[config.mk]
export PLATFORM = sky130hd
export DESIGN_NAME = datetime_validate_bcd_encode_top
export DESIGN_NICKNAME = d
export VERILOG_FILES = /design/src/hdl/dvbe_pkg.sv /design/src/hdl/dvbe_check.sv /design/src/hdl/dvbe_encode.sv /design/src/hdl/datetime_validate_bcd_encode_top.sv
export SDC_FILE = /design/constraint.sdc
export NUM_CORES = 1
export LEC_CHECK = 0
export ABC_AREA = 1
export BUFFER_PORTS_ARGS = -buffer_cell sky130_fd_sc_hd__buf_2
export CORE_MARGIN = 1
export CORE_UTILIZATION = 24
export DETAILED_ROUTE_END_ITERATION = 6
export GPL_ROUTABILITY_DRIVEN = 0
export HOLD_SLACK_MARGIN = 0.15
export MAX_ROUTING_LAYER = met4
export PLACE_DENSITY_LB_ADDON = 0.1
export SYNTH_ARGS = -nofsm -noshare
export SYNTH_HDL_FRONTEND = slang
export SYNTH_SLANG_ARGS = --single-unit
[constraint.sdc]
create_clock -name clk_i -period 25.7 [get_ports clk_i]
set_input_delay 1.285 -clock clk_i [delete_from_list [all_inputs] [get_ports clk_i]]
set_output_delay 1.285 -clock clk_i [all_outputs]
set_load 0.03 [all_outputs]
[src/hdl/dvbe_pkg.sv]
// Package: shared types, constants and helper functions for date validation and BCD encoding.
`timescale 1ns / 1ps
`default_nettype none

package dvbe_pkg;

  // Configuration register map
  localparam int unsigned       RegCount   = 1;
  localparam int unsigned       AddrWidth  = 3;
  localparam logic              RegEpoch   = 1'b0;
  localparam logic [15:0]       EpochReset = 16'd2000;

  // Reciprocal for divisibility by 25 on 16-bit years: floor(n * 83887 / 2^21) == n / 25
  localparam logic [16:0]       Recip25    = 17'd83887;
  localparam int unsigned       Recip25Sh  = 21;

  // Reciprocal for division by 10 on 8-bit values: floor(n * 205 / 2^11) == n / 10
  localparam logic [7:0]        Recip10    = 8'd205;
  localparam int unsigned       Recip10Sh  = 11;

  // Validation limits
  localparam logic [4:0]        HourLimit  = 5'd24;
  localparam logic [5:0]        MinLimit   = 6'd60;
  localparam logic [3:0]        MonthMax   = 4'd12;
  localparam logic [3:0]        MonthFeb   = 4'd2;
  localparam logic [8:0]        OffsetMax  = 9'd255;
  localparam logic [7:0]        OffsetWrap = 8'd100;

  // Result status codes
  typedef enum logic [2:0] {
    ST_OK         = 3'd0,
    ST_BAD_DATE   = 3'd1,
    ST_DAY_RANGE  = 3'd2,
    ST_BAD_TIME   = 3'd3,
    ST_YEAR_RANGE = 3'd4
  } status_e;

  // Validation outcome handed to the encoder
  typedef struct packed {
    status_e    status;
    logic [7:0] offset;
  } chk_t;

  // Encoded result fields
  typedef struct packed {
    logic [7:0] second;
    logic [7:0] minute;
    logic [7:0] hour;
    logic [7:0] day;
    logic [7:0] month;
    logic [7:0] year;
    logic [7:0] weekday;
  } bcd_t;

  // Days in each month, non-leap; zero for codes that are no month
  function automatic logic [4:0] month_len(input logic [3:0] mon);
    logic [4:0] len;
    case (mon)
      4'd1, 4'd3, 4'd5, 4'd7, 4'd8, 4'd10, 4'd12: len = 5'd31;
      4'd4, 4'd6, 4'd9, 4'd11:                    len = 5'd30;
      4'd2:                                       len = 5'd28;
      default:                                    len = 5'd0;
    endcase
    return len;
  endfunction

  // Packed BCD of an 8-bit value; tens digit past 9 keeps its low four bits
  function automatic logic [7:0] to_bcd(input logic [7:0] v);
    logic [18:0] prod;
    logic [7:0]  tens;
    logic [7:0]  units;
    prod  = 19'(v) * 19'(Recip10);
    tens  = 8'(prod >> Recip10Sh);
    units = v - 8'(tens * 8'd10);
    return {tens[3:0], units[3:0]};
  endfunction

endpackage

`default_nettype wire

[src/hdl/dvbe_check.sv]
// Date and time range checks, Gregorian leap rule and year offset computation.
`timescale 1ns / 1ps
`default_nettype none

module dvbe_check import dvbe_pkg::*; (
  input  var logic [5:0]  second_i,
  input  var logic [5:0]  minute_i,
  input  var logic [4:0]  hour_i,
  input  var logic [4:0]  day_of_month_i,
  input  var logic [3:0]  month_i,
  input  var logic [15:0] full_year_i,
  input  var logic [15:0] epoch_year_i,
  output chk_t            chk_o
);

  logic [32:0] year_prod;
  logic [11:0] year_q25;
  logic [15:0] year_back;
  logic        div25;
  logic        div4;
  logic        div16;
  logic        leap;
  logic [5:0]  day_max;
  logic        bad_date;
  logic        day_over;
  logic        bad_time;
  logic [16:0] year_diff;
  logic        year_bad;
  logic [7:0]  offset;

  // Leap year: divisible by 4 and not by 100, or by 400 (400 = 16 * 25)
  assign year_prod = 33'(full_year_i) * 33'(Recip25);
  assign year_q25  = 12'(year_prod >> Recip25Sh);
  assign year_back = 16'({year_q25, 4'b0000}) + 16'({year_q25, 3'b000}) + 16'(year_q25);
  assign div25     = (year_back == full_year_i);
  assign div4      = (full_year_i[1:0] == 2'b00);
  assign div16     = (full_year_i[3:0] == 4'b0000);
  assign leap      = (div4 && !div25) || (div16 && div25);

  // Month length, with the extra day for February in a leap year
  assign day_max   = 6'(month_len(month_i)) + 6'((month_i == MonthFeb) && leap);

  assign bad_date  = (month_i == 4'd0) || (month_i > MonthMax) || (day_of_month_i == 5'd0);
  assign day_over  = (6'(day_of_month_i) > day_max);
  assign bad_time  = (hour_i >= HourLimit) || (minute_i >= MinLimit) || (second_i >= MinLimit);

  // Year offset from the epoch; a year before the epoch fails as well
  assign year_diff = 17'(full_year_i) - 17'(epoch_year_i);
  assign year_bad  = (full_year_i < epoch_year_i) || (year_diff[15:0] > 16'(OffsetMax));
  assign offset    = (year_diff[7:0] >= OffsetWrap) ? year_diff[7:0] - OffsetWrap
                                                    : year_diff[7:0];

  // Pick the first failing check
  always_comb begin
    chk_o.offset = offset;
    if (bad_date) begin
      chk_o.status = ST_BAD_DATE;
    end else if (day_over) begin
      chk_o.status = ST_DAY_RANGE;
    end else if (bad_time) begin
      chk_o.status = ST_BAD_TIME;
    end else if (year_bad) begin
      chk_o.status = ST_YEAR_RANGE;
    end else begin
      chk_o.status = ST_OK;
    end
  end

endmodule

`default_nettype wire

[src/hdl/dvbe_encode.sv]
// Binary to packed BCD conversion of every field, forced to zero on a failed check.
`timescale 1ns / 1ps
`default_nettype none

module dvbe_encode import dvbe_pkg::*; (
  input  var logic [5:0] second_i,
  input  var logic [5:0] minute_i,
  input  var logic [4:0] hour_i,
  input  var logic [4:0] day_of_month_i,
  input  var logic [3:0] month_i,
  input  var logic [2:0] weekday_i,
  input  var chk_t       chk_i,
  output bcd_t           bcd_o
);

  // Convert each field, drop everything on error
  always_comb begin
    if (chk_i.status == ST_OK) begin
      bcd_o.second  = to_bcd(8'(second_i));
      bcd_o.minute  = to_bcd(8'(minute_i));
      bcd_o.hour    = to_bcd(8'(hour_i));
      bcd_o.day     = to_bcd(8'(day_of_month_i));
      bcd_o.month   = to_bcd(8'(month_i));
      bcd_o.year    = to_bcd(chk_i.offset);
      bcd_o.weekday = to_bcd(8'(weekday_i));
    end else begin
      bcd_o = '0;
    end
  end

endmodule

`default_nettype wire

[src/hdl/datetime_validate_bcd_encode_top.sv]
// Top level: APB register, input register, check and encode logic, result register.
// A transaction is accepted on any clock where start_i is high; busy_o stays low, so a new
// date and time can be issued every cycle. The result is loaded into the result register at
// the clock edge after acceptance and sits on the result ports for the following cycle, marked
// by valid_o; it is taken while valid_o is high (one input register, one result
// register). The receiver cannot stall it and must take it then. status_o reports the first
// failing check, and all BCD fields are zero when status_o is nonzero. epoch_year sits at APB
// byte address 0 and may only be written while no transaction is in flight.
`timescale 1ns / 1ps
`default_nettype none

module datetime_validate_bcd_encode_top import dvbe_pkg::*; (
  input  var logic                 clk_i,
  input  var logic                 rst_ni,
  // APB configuration port
  input  var logic                 psel,
  input  var logic                 penable,
  input  var logic                 pwrite,
  input  var logic [AddrWidth-1:0] paddr,
  input  var logic [31:0]          pwdata,
  output logic [31:0]              prdata,
  output logic                     pready,
  // Command side
  input  var logic                 start_i,
  output logic                     busy_o,
  input  var logic [5:0]           second_i,
  input  var logic [5:0]           minute_i,
  input  var logic [4:0]           hour_i,
  input  var logic [4:0]           day_of_month_i,
  input  var logic [3:0]           month_i,
  input  var logic [15:0]          full_year_i,
  input  var logic [2:0]           weekday_i,
  // Result side
  output logic                     valid_o,
  output logic [2:0]               status_o,
  output logic [7:0]               bcd_second_o,
  output logic [7:0]               bcd_minute_o,
  output logic [7:0]               bcd_hour_o,
  output logic [7:0]               bcd_day_o,
  output logic [7:0]               bcd_month_o,
  output logic [7:0]               bcd_year_o,
  output logic [7:0]               bcd_weekday_o
);

  logic [15:0] epoch_q;
  logic        reg_sel;
  logic        in_valid_q;
  logic [5:0]  second_q;
  logic [5:0]  minute_q;
  logic [4:0]  hour_q;
  logic [4:0]  day_q;
  logic [3:0]  month_q;
  logic [15:0] year_q;
  logic [2:0]  weekday_q;
  chk_t        chk;
  bcd_t        bcd;
  logic        out_valid_q;
  status_e     status_q;
  bcd_t        bcd_q;

  // Register access: one register, the rest of the map reads zero
  assign pready  = 1'b1;
  assign reg_sel = (paddr[AddrWidth-1:2] == RegEpoch);
  assign prdata  = reg_sel ? 32'(epoch_q) : 32'd0;

  always_ff @(posedge clk_i or negedge rst_ni) begin
    if (!rst_ni) begin
      epoch_q <= EpochReset;
    end else if (psel && penable && pwrite && pready && reg_sel) begin
      epoch_q <= pwdata[15:0];
    end
  end

  // Never stalls: one transaction per cycle
  assign busy_o = 1'b0;

  // Capture the transaction
  always_ff @(posedge clk_i or negedge rst_ni) begin
    if (!rst_ni) begin
      in_valid_q <= 1'b0;
    end else begin
      in_valid_q <= start_i && !busy_o;
    end
  end

  always_ff @(posedge clk_i) begin
    if (start_i && !busy_o) begin
      second_q  <= second_i;
      minute_q  <= minute_i;
      hour_q    <= hour_i;
      day_q     <= day_of_month_i;
      month_q   <= month_i;
      year_q    <= full_year_i;
      weekday_q <= weekday_i;
    end
  end

  dvbe_check u_check (
    .second_i       (second_q),
    .minute_i       (minute_q),
    .hour_i         (hour_q),
    .day_of_month_i (day_q),
    .month_i        (month_q),
    .full_year_i    (year_q),
    .epoch_year_i   (epoch_q),
    .chk_o          (chk)
  );

  dvbe_encode u_encode (
    .second_i       (second_q),
    .minute_i       (minute_q),
    .hour_i         (hour_q),
    .day_of_month_i (day_q),
    .month_i        (month_q),
    .weekday_i      (weekday_q),
    .chk_i          (chk),
    .bcd_o          (bcd)
  );

  // Hold the result for its one-cycle strobe
  always_ff @(posedge clk_i or negedge rst_ni) begin
    if (!rst_ni) begin
      out_valid_q <= 1'b0;
    end else begin
      out_valid_q <= in_valid_q;
    end
  end

  always_ff @(posedge clk_i) begin
    if (in_valid_q) begin
      status_q <= chk.status;
      bcd_q    <= bcd;
    end
  end

  assign valid_o       = out_valid_q;
  assign status_o      = status_q;
  assign bcd_second_o  = bcd_q.second;
  assign bcd_minute_o  = bcd_q.minute;
  assign bcd_hour_o    = bcd_q.hour;
  assign bcd_day_o     = bcd_q.day;
  assign bcd_month_o   = bcd_q.month;
  assign bcd_year_o    = bcd_q.year;
  assign bcd_weekday_o = bcd_q.weekday;

endmodule

`default_nettype wire

# Yosys cells after proc, flatten, opt, wreduce, memory -nomap -nowiden
# Memory sizes are Yosys's and may differ from the RTL's. A register that Yosys moved wholly into a read port is not among the register bits.
# Index checks and enable logic that the tools add are counted.
# totals
input_bits	86
mem_count	1
elab_cells	85
rom_bits	80
output_inout_bits	94
reg_bits	122
# mem_list
name	depth	word_bits	rd	rd_clocked_by_memory_dff	wr	line_no	text
(no name shown)	16	5	1	1	0	dvbe_pkg.sv:58	case (mon)
# classes
n_mux	7
n_bitwise	1
n_eq_ne	2
order_cmp	8
n_reduce_logical	18
multipliers	13
add_sub_neg	11
# op_table
cell	n
multiplier 16 x 17 -> 33 bit (second input constant)	1
multiplier 6 x 8 -> 14 bit (second input constant)	2
multiplier 5 x 8 -> 13 bit (second input constant)	2
subtractor 4 bit	6
adder 16 x 12 -> 16 bit	1
adder 16 x 15 -> 16 bit	1
equality test 16 bit	1
greater-than comparator 16 x 8 -> 1 bit (second input constant)	1
less-than comparator 16 bit	1
multiplier 8 x 8 -> 16 bit (second input constant)	1
2-to-1 mux 16 bit	1
subtractor 16 bit	1
>= comparator 6 bit (second input constant)	2
multiplier 4 x 8 -> 12 bit (second input constant)	1
2-to-1 mux 3 bit	4
>= comparator 8 x 7 -> 1 bit (second input constant)	1
zero test 4 bit	2
2-to-1 mux 8 bit	1
subtractor 8 x 7 -> 8 bit (second input constant)	1
adder 5 x 1 -> 6 bit	1
greater-than comparator 5 x 6 -> 1 bit	1
logical AND 1 bit	6
logical OR 1 bit	6
multiplier 2 x 3 -> 3 bit (second input constant)	2
12 further kinds	13

# Logic depth before layout (Yosys ltp)
# Gate-level depths: netlist of run 1.
# depth
ltp_word	13
mapped_depth	53
mapped_depth_nobuf	52

# Modules after synthesis
# A second synthesis of run 1 with hierarchy kept.
# hier_totals
cells_unflattened	1981
area_unflattened_um2	16721.0
# modules_own_cells
mod	area_per_inst_um2	seq_area_each_um2	n_inst	cells_each
dvbe_check	8049.0	0.0	1	1126
dvbe_encode	4545.6	0.0	1	623
datetime_validate_bcd_encode_top	4126.5	3580.9	1	232

# Worst setup path before layout of run 1
# Ideal clock, no wire load.
# synth_path
path_kind	flip-flop to flip-flop
startpoint	reg year_q[14]
endpoint	reg bcd_q, in the netlist bcd_year_o[5], data pin
synth_period_minus_slack_ns	9.495
t_arrival_ns	9.357
setup_time_ns	0.138
slack_ns	16.205
n_path_buf	1
stages_incl_launch_ff	48
t_required_ns	25.562
cell_sequence	edfxtp_1 -> fa_1 -> inv_1 -> fa_1 -> inv_1 -> fa_1 -> fa_1 -> fa_1 -> inv_1 -> fa_1 -> inv_1 -> ha_1 -> nand2_1 -> nor4_1 -> nand3_1 -> nand3_1 -> a21o_1 -> a31oi_1 -> (+12 left out) -> xnor3_1 -> nor2_1 -> nand4_1 -> nand2_1 -> inv_1 -> ha_1 -> ha_1 -> inv_1 -> ha_1 -> ha_1 -> nand4_1 -> nand3b_1 -> o21ai_0 -> a21oi_1 -> nor2_1 -> nand4_4 -> buf_6 -> nor2_1
# synth_rtl
item	line_no	text
start, declared	datetime_validate_bcd_encode_top.sv:53	logic [15:0] year_q;
start signal, assigned	datetime_validate_bcd_encode_top.sv:93	year_q <= full_year_i;
end signal, assigned	datetime_validate_bcd_encode_top.sv:132	bcd_q <= bcd;
end, declared	datetime_validate_bcd_encode_top.sv:59	bcd_t bcd_q;

==> results.py, run 1 <==
metrics = {
    "route": {
        "wirelength_um": 40900,
        "ant_nets": 0,
        "firstDrtPassIters": 5,
        "viasPerCell": 4.12,
        "drt-wirelength-per-cell_um": 15.0,
        "vias": 11200,
        "drt_iter0_markers": 384,
        "drc": 0,
    },
    "sta": {
        "timing.final.crit_period_ns": 11.82,
        "fmax_mhz": 84.6,
        "max_slew_margin_pct": 41.4,
        "fin_crit_sh_pct": 46.0,
        "whs_ns": 0.520,
        "hold_viol_final": 0,
        "rsz0062_at_grt": "false",
        "fin_tns_setup_ns": 0,
        "finalSetupViolCount": 0,
        "clock_skew_ns": 0.0146,
        "slew_violations": 0,
        "worst_pin_slew_ns": 0.877,
    },
    "worst_setup_path": {
        "end_kind": "register",
        "crit_path_start_kind": "register",
        "cpPeakStageDelay_ns": 0.71,
        "crit_fanout": 42,
        "cp.required_ns": 25.89,
        "arrival_ns": 12.02,
        "worstSetupPathType": "register to register",
        "crit_top_cell": "inv_1",
        "slowest_stage": "nand4_4",
    },
    "logic_synthesis": {
        "synth_cells": 1729,
        "ys_warn_count": 0,
        "async_reset_ff_share_pct": 16.2,
        "ys_types": 52,
        "synth-edff-count": 90,
        "synth-main-ff-cell": "edfxtp_1",
        "synth_area_sq_mm": 0.0156,
        "synth-seq-cells": 111,
        "avgSynthCellArea_sq_um": 9.04,
        "seq_area_frac_synth_pct": 20.6,
    },
    "global_route": {
        "grt_overflow_total": 0,
        "grt_pass1_wl_um": 65300,
        "grt_use_total_pct": 13.1,
        "grt_pass1_vias": 11800,
        "grt_max_degree": 55,
        "grt_antenna_before_repair": 0,
    },
    "floorplan": {
        "dieHeight_um": 257,
        "dieWidth_um": 257,
        "initial_core_util_pct": 24.3,
        "row_count": 93,
        "core_area_sq_mm": 0.0643,
        "ios": 180,
        "die-area_sq_mm": 0.0661,
    },
    "clocking": {
        "cts_setup_buffers": 0,
        "cts.hold.buffers_added": 0,
        "clockRootBuffer": "clkbuf_16",
        "clock_latency_ns": 0.37,
        "clkSinkCount": 111,
        "cts_max_level": 3,
        "cts_tree": "built",
        "clk_pin_slew_ns": 0.08,
        "numCtsBuffers": 9,
        "cts_buffer_depth": 2,
        "post_cts_resized": 0,
    },
    "layout": {
        "final_common_cell": "inv_1",
        "drive_above_1_share_pct": 10.7,
        "syn2layout_area_growth_pct": 11.8,
        "nets": 2421,
        "nFillCells": 6996,
        "mostFrequentLayoutCells": "432 x inv_1, 334 x ha_1, 180 x nand2_1, 140 x fa_1, 129 x buf_2",
    },
    "run": {
        "drv_cap": 0,
    },
    "placement": {
        "port_buffers": 129,
        "dpl.hpwl_um": 35200,
    },
    "hold_path": {
        "min_path_type": "register to register",
    },
    "run_status": {
        "outcome": "finished clean",
    },
}
## Yosys cell counts (13+ instances only)
| library cell | n | area, sq um |
|---|---|---|
| buf_4 | 32 | 240 |
| nand2_1 | 180 | 676 |
| xnor2_1 | 19 | 166 |
| o21ai_0 | 34 | 170 |
| fa_1 | 140 | 2800 |
| inv_1 | 432 | 1620 |
| edfxtp_1 | 90 | 2700 |
| nor3_1 | 13 | 65.1 |
| or2_2 | 15 | 93.8 |
| nor2_2 | 13 | 81.3 |
| xor2_1 | 46 | 403 |
| nand3_1 | 62 | 310 |
| ha_1 | 334 | 4180 |
| a21oi_1 | 88 | 440 |
| nor2_1 | 112 | 420 |
| nand4_1 | 20 | 125 |
## flip-flops by register name (all words and copies together), names as in the netlist, named ones only
register       cells
epoch_q           16
year_q            16
bcd_year_o         8
bcd_minute_o       7
bcd_second_o       7
bcd_day_o          6
bcd_hour_o         6
minute_q           6
second_q           6
bcd_month_o        5
day_q              5
hour_q             5
month_q            4
bcd_weekday_o      3
status_o           3
weekday_q          3
in_valid_q         1
valid_o            1
## layout make-up
class                   instances  area [sq um]  share of cell area, %
clock buffers                  12           256                   1.47
clock inverters                 4          36.3                  0.208
inverters                     435          1630                   9.34
multi-input cells            1171         10600                   60.5
repair buffers                133           676                   3.87
flip-flops and latches        111          3220                   18.4
diodes                          1          2.50                 0.0143
well taps                     855          1070                   6.12
## worst max-delay path, delay by kind of cell, from the launching register on
family	cells	cell delay (ns)
AOI/OAI and AO/OA	8	1.55
xor gates and xnor gates	2	0.65
and+or+nand+nor	15	2.97
DFF	1	0.60
adders and majority gates	13	5.15
buffers and inverters	8	0.66
## kinds of logic after synthesis
| logic type | Yosys count | synth area share (%) |
|---|---|---|
| flops | 111 | 20.6 |
| buf+inv | 477 | 12.4 |
| simple gates | 432 | 12.2 |
| compound gates | 166 | 6.18 |
| other cells | 2 | 0.0480 |
| fa+ha+maj | 474 | 44.7 |
| xor+xnor | 67 | 3.93 |
## per-stage QoR
stage / instance area [sq um] / util (%) / setup WS, ns / cells
2_1_floorplan: 15700 / - / 16.20 / 1759
3_3_place_gp: 17200 / 26.7 / 13.62 / 2705
3_5_place_dp: 17200 / 26.7 / 13.67 / 2705
4_1_cts: 17500 / 27.2 / 13.57 / 2721
5_1_grt: 17500 / 27.2 / 12.88 / 2721
6_report: 17500 / 27.2 / 13.88 / 2722
## per-layer routing
metal	GRT usage [%]	share of wire, %	up-vias
met3	1.04	1.9	19
met5	-	0	-
li1	-	-	5711
met4	2.27	1.1	0
met1	18.3	51	5371
met2	20.8	45	118
## path summary, 6_finish.rpt
path / startpoint / end / slack, ns / depth (start not counted)
worst max register to register: year_q[4] / bcd_year_o[6] / 13.88 / 46
max in group asynchronous: rst_ni / in_valid_q / 24.43 / 1
worst max-delay path: year_q[4] / bcd_year_o[6] / 13.88 / 46
worst min register to register: epoch_q[7] / epoch_q[7] / 0.52 / 2
worst min-delay path: epoch_q[7] / epoch_q[7] / 0.52 / 2
min in group asynchronous: rst_ni / valid_o / 0.88 / 1
Power of run 1 is left out: the tool's default activity adds up to more than one toggle a clock period on the data nets, which glitch-free logic cannot reach.
==> run 2, diff against run 1 <==
ABC_AREA = 0   (was 1)
clock period = 9.5 ns   (was 25.7 ns; I/O delays follow)
==> results.py, run 2 <==
metrics = {
    "run_status": {
        "outcome": "finished, violations left",
        "violations": "setup timing",
    },
    "logic_synthesis": {
        "yosysMostFrequentCell": "inv_1",
        "synth_area_sq_mm": 0.0148,
        "synth-seq-cells": 111,
        "yosys.area.top_type": "ha_1",
        "yosysTopAreaCellShare_pct": 28.1,
        "synth-main-ff-cell": "edfxtp_1",
        "synth_cells": 1437,
        "seq_area_frac_synth_pct": 21.7,
        "yosys-top-cells-count": "347 x inv_1, 334 x ha_1, 140 x fa_1, 90 x edfxtp_1, 75 x nor2_1",
        "synth-edff-count": 90,
        "async_reset_ff_share_pct": 16.2,
        "ys_warn_count": 0,
        "synth_area_leaders": "ha_1 28%, fa_1 19%, edfxtp_1 18%",
        "avgSynthCellArea_sq_um": 10.3,
        "ys_types": 65,
    },
    "route": {
        "drc": 0,
        "drt-wirelength-per-cell_um": 16.1,
        "wirelength_um": 40500,
        "vias": 10300,
        "viasPerCell": 4.09,
        "ant_nets": 0,
        "drt_iter0_markers": 308,
        "firstDrtPassIters": 6,
    },
    "clocking": {
        "clk_pin_slew_ns": 0.10,
        "cts_buffer_depth": 2,
        "cts_tree": "built",
        "cts_max_level": 3,
        "clockRootBuffer": "clkbuf_16",
        "numCtsBuffers": 9,
        "clock_latency_ns": 0.41,
        "clkSinkCount": 111,
    },
    "hold_path": {
        "min_path_type": "primary input to register",
    },
    "layout": {
        "nets": 2279,
        "post-route-util_pct": 30.5,
        "seqCellArea_sq_mm": 0.00322,
        "nFillCells": 6306,
        "mostFrequentLayoutCells": "332 x inv_1, 319 x ha_1, 141 x buf_4, 132 x fa_1, 129 x buf_2",
        "multiInputGateArea_sq_mm": 0.0108,
        "drive_above_1_share_pct": 26.0,
        "fin_area_sq_mm": 0.0185,
        "syn2layout_area_growth_pct": 24.7,
        "final_common_cell": "inv_1",
    },
    "sta": {
        "worst_pin_slew_ns": 1.03,
        "rsz0062_at_grt": "true",
        "slew_violations": 0,
        "timing.final.crit_period_ns": 10.72,
        "whs_ns": 0.229,
        "finalSetupViolCount": 45,
        "fin_crit_sh_pct": 113,
        "hold_viol_final": 0,
        "fmax_mhz": 93.3,
        "max_slew_margin_pct": 30.7,
        "setup_ws_ns": -1.22,
        "clock_skew_ns": 0.0163,
    },
    "global_route": {
        "use_met3_pct": 3.28,
        "grt_pass1_vias": 11200,
        "use_met2_pct": 22.5,
        "use_met1_pct": 16.8,
        "grt_overflow_total": 0,
        "grt_use_total_pct": 13.7,
        "grt_max_degree": 52,
        "grt_pass1_wl_um": 62900,
        "grt_antenna_before_repair": 5,
        "grt_busiest_layer": "met2",
    },
    "floorplan": {
        "dieWidth_um": 251,
        "initial_core_util_pct": 24.5,
        "row_count": 90,
        "ios": 180,
        "core_area_sq_mm": 0.0607,
        "die-area_sq_mm": 0.0629,
        "dieHeight_um": 251,
    },
    "run": {
        "drv_cap": 0,
    },
    "worst_setup_path": {
        "slowest_stage": "fa_2",
        "end_kind": "register",
        "cp.required_ns": 9.77,
        "cpPeakStageDelay_ns": 0.65,
        "worstSetupPathType": "register to register",
        "crit_fanout": 6,
        "crit_path_start_kind": "register",
        "arrival_ns": 10.99,
    },
    "placement": {
        "placedInstanceArea_sq_mm": 0.0175,
        "port_buffers": 129,
        "dpl.hpwl_um": 34200,
    },
}
==> run 2: cell count changes in the layout (fill, tap and decap cells not counted), sizes merged, moves of 28 or more <==
| cell | change |
|---|---|
| a21o | +28 |
| a21oi | -52 |
| buf | +147 |
| inv | -85 |
| nand2 | -157 |
| nand3 | -52 |
| nor2 | -49 |
| xnor2 | +36 |
==> run 2: stage by stage <==
stage	setup WS [ns]	std cells	TNS (ns)
floorplan	-0.585	1467	-24.09
global placement	-1.40	2462	-58.78
detailed placement	-1.48	2462	-62.31
CTS	-1.21	2497	-49.44
global route	-1.70	2511	-71.63
finish	-1.22	2511	-49.97
==> run 2: final cells by class <==
class | instances | share of cell area, %
clock buffer | 10 | 1.29
antenna | 5 | 0.0676
multi-input combinational | 967 | 58.2
clock inverter | 6 | 0.365
timing repair buffer | 283 | 10.3
inverter | 347 | 7.05
tap | 782 | 5.28
sequential | 111 | 17.4
==> run 2: cells by family (layout without fill, tap and decap cells) <==
logic type	count (synthesis)	after routing	synth area share [%]
compound gates	157	157	7.18
xor+xnor	82	82	4.98
fa+ha+maj	474	474	47.0
buf+inv	389	646	10.6
flops	111	111	21.7
mux	25	25	1.86
other cells	2	37	0.0506
simple gates	197	197	6.57
==> run 2: critical path, delay by kind of cell (launching register included) <==
kind	cells	cell delay (ns)
compound gates	11	2.69
xor+xnor	2	0.34
fa+ha+maj	13	4.95
buf+inv	12	1.11
flops	1	0.52
simple gates	9	0.96
==> run 2: path summary, 6_finish.rpt <==
path | cells after the start | endpoint | start | slack, ns
setup / recovery | 47 | bcd_hour_o[0] | year_q[13] | -1.22
hold / removal | 1 | minute_q[4] | minute_i[4] | 0.23
setup reg to reg | 47 | bcd_hour_o[0] | year_q[13] | -1.22
hold reg to reg | 1 | epoch_q[12] | epoch_q[12] | 0.51
max in group asynchronous | 2 | in_valid_q | rst_ni | 8.57
min in group asynchronous | 2 | epoch_q[15] | rst_ni | 0.56
==> run 2: what timing repair did <==
| item | 4_1_cts | 5_1_grt |
|---|---|---|
| pin swaps | 15 | 41 |
| buffers inserted | 21 | 10 |
| hold buffers | 1 | 0 |
| setup endpoints to repair | 45 | 45 |
| cloned | 1 | 3 |
| resized for setup | 37 | 72 |
| hold endpoints to repair | 12 | 0 |
==> run 2: per-layer routing <==
layer,vias to the layer above,wire [um]
li1,5214,-
met1,4925,18600
met2,112,19500
met3,26,1830
met4,0,640
met5,-,0
Power of run 2 is left out for the same reason.
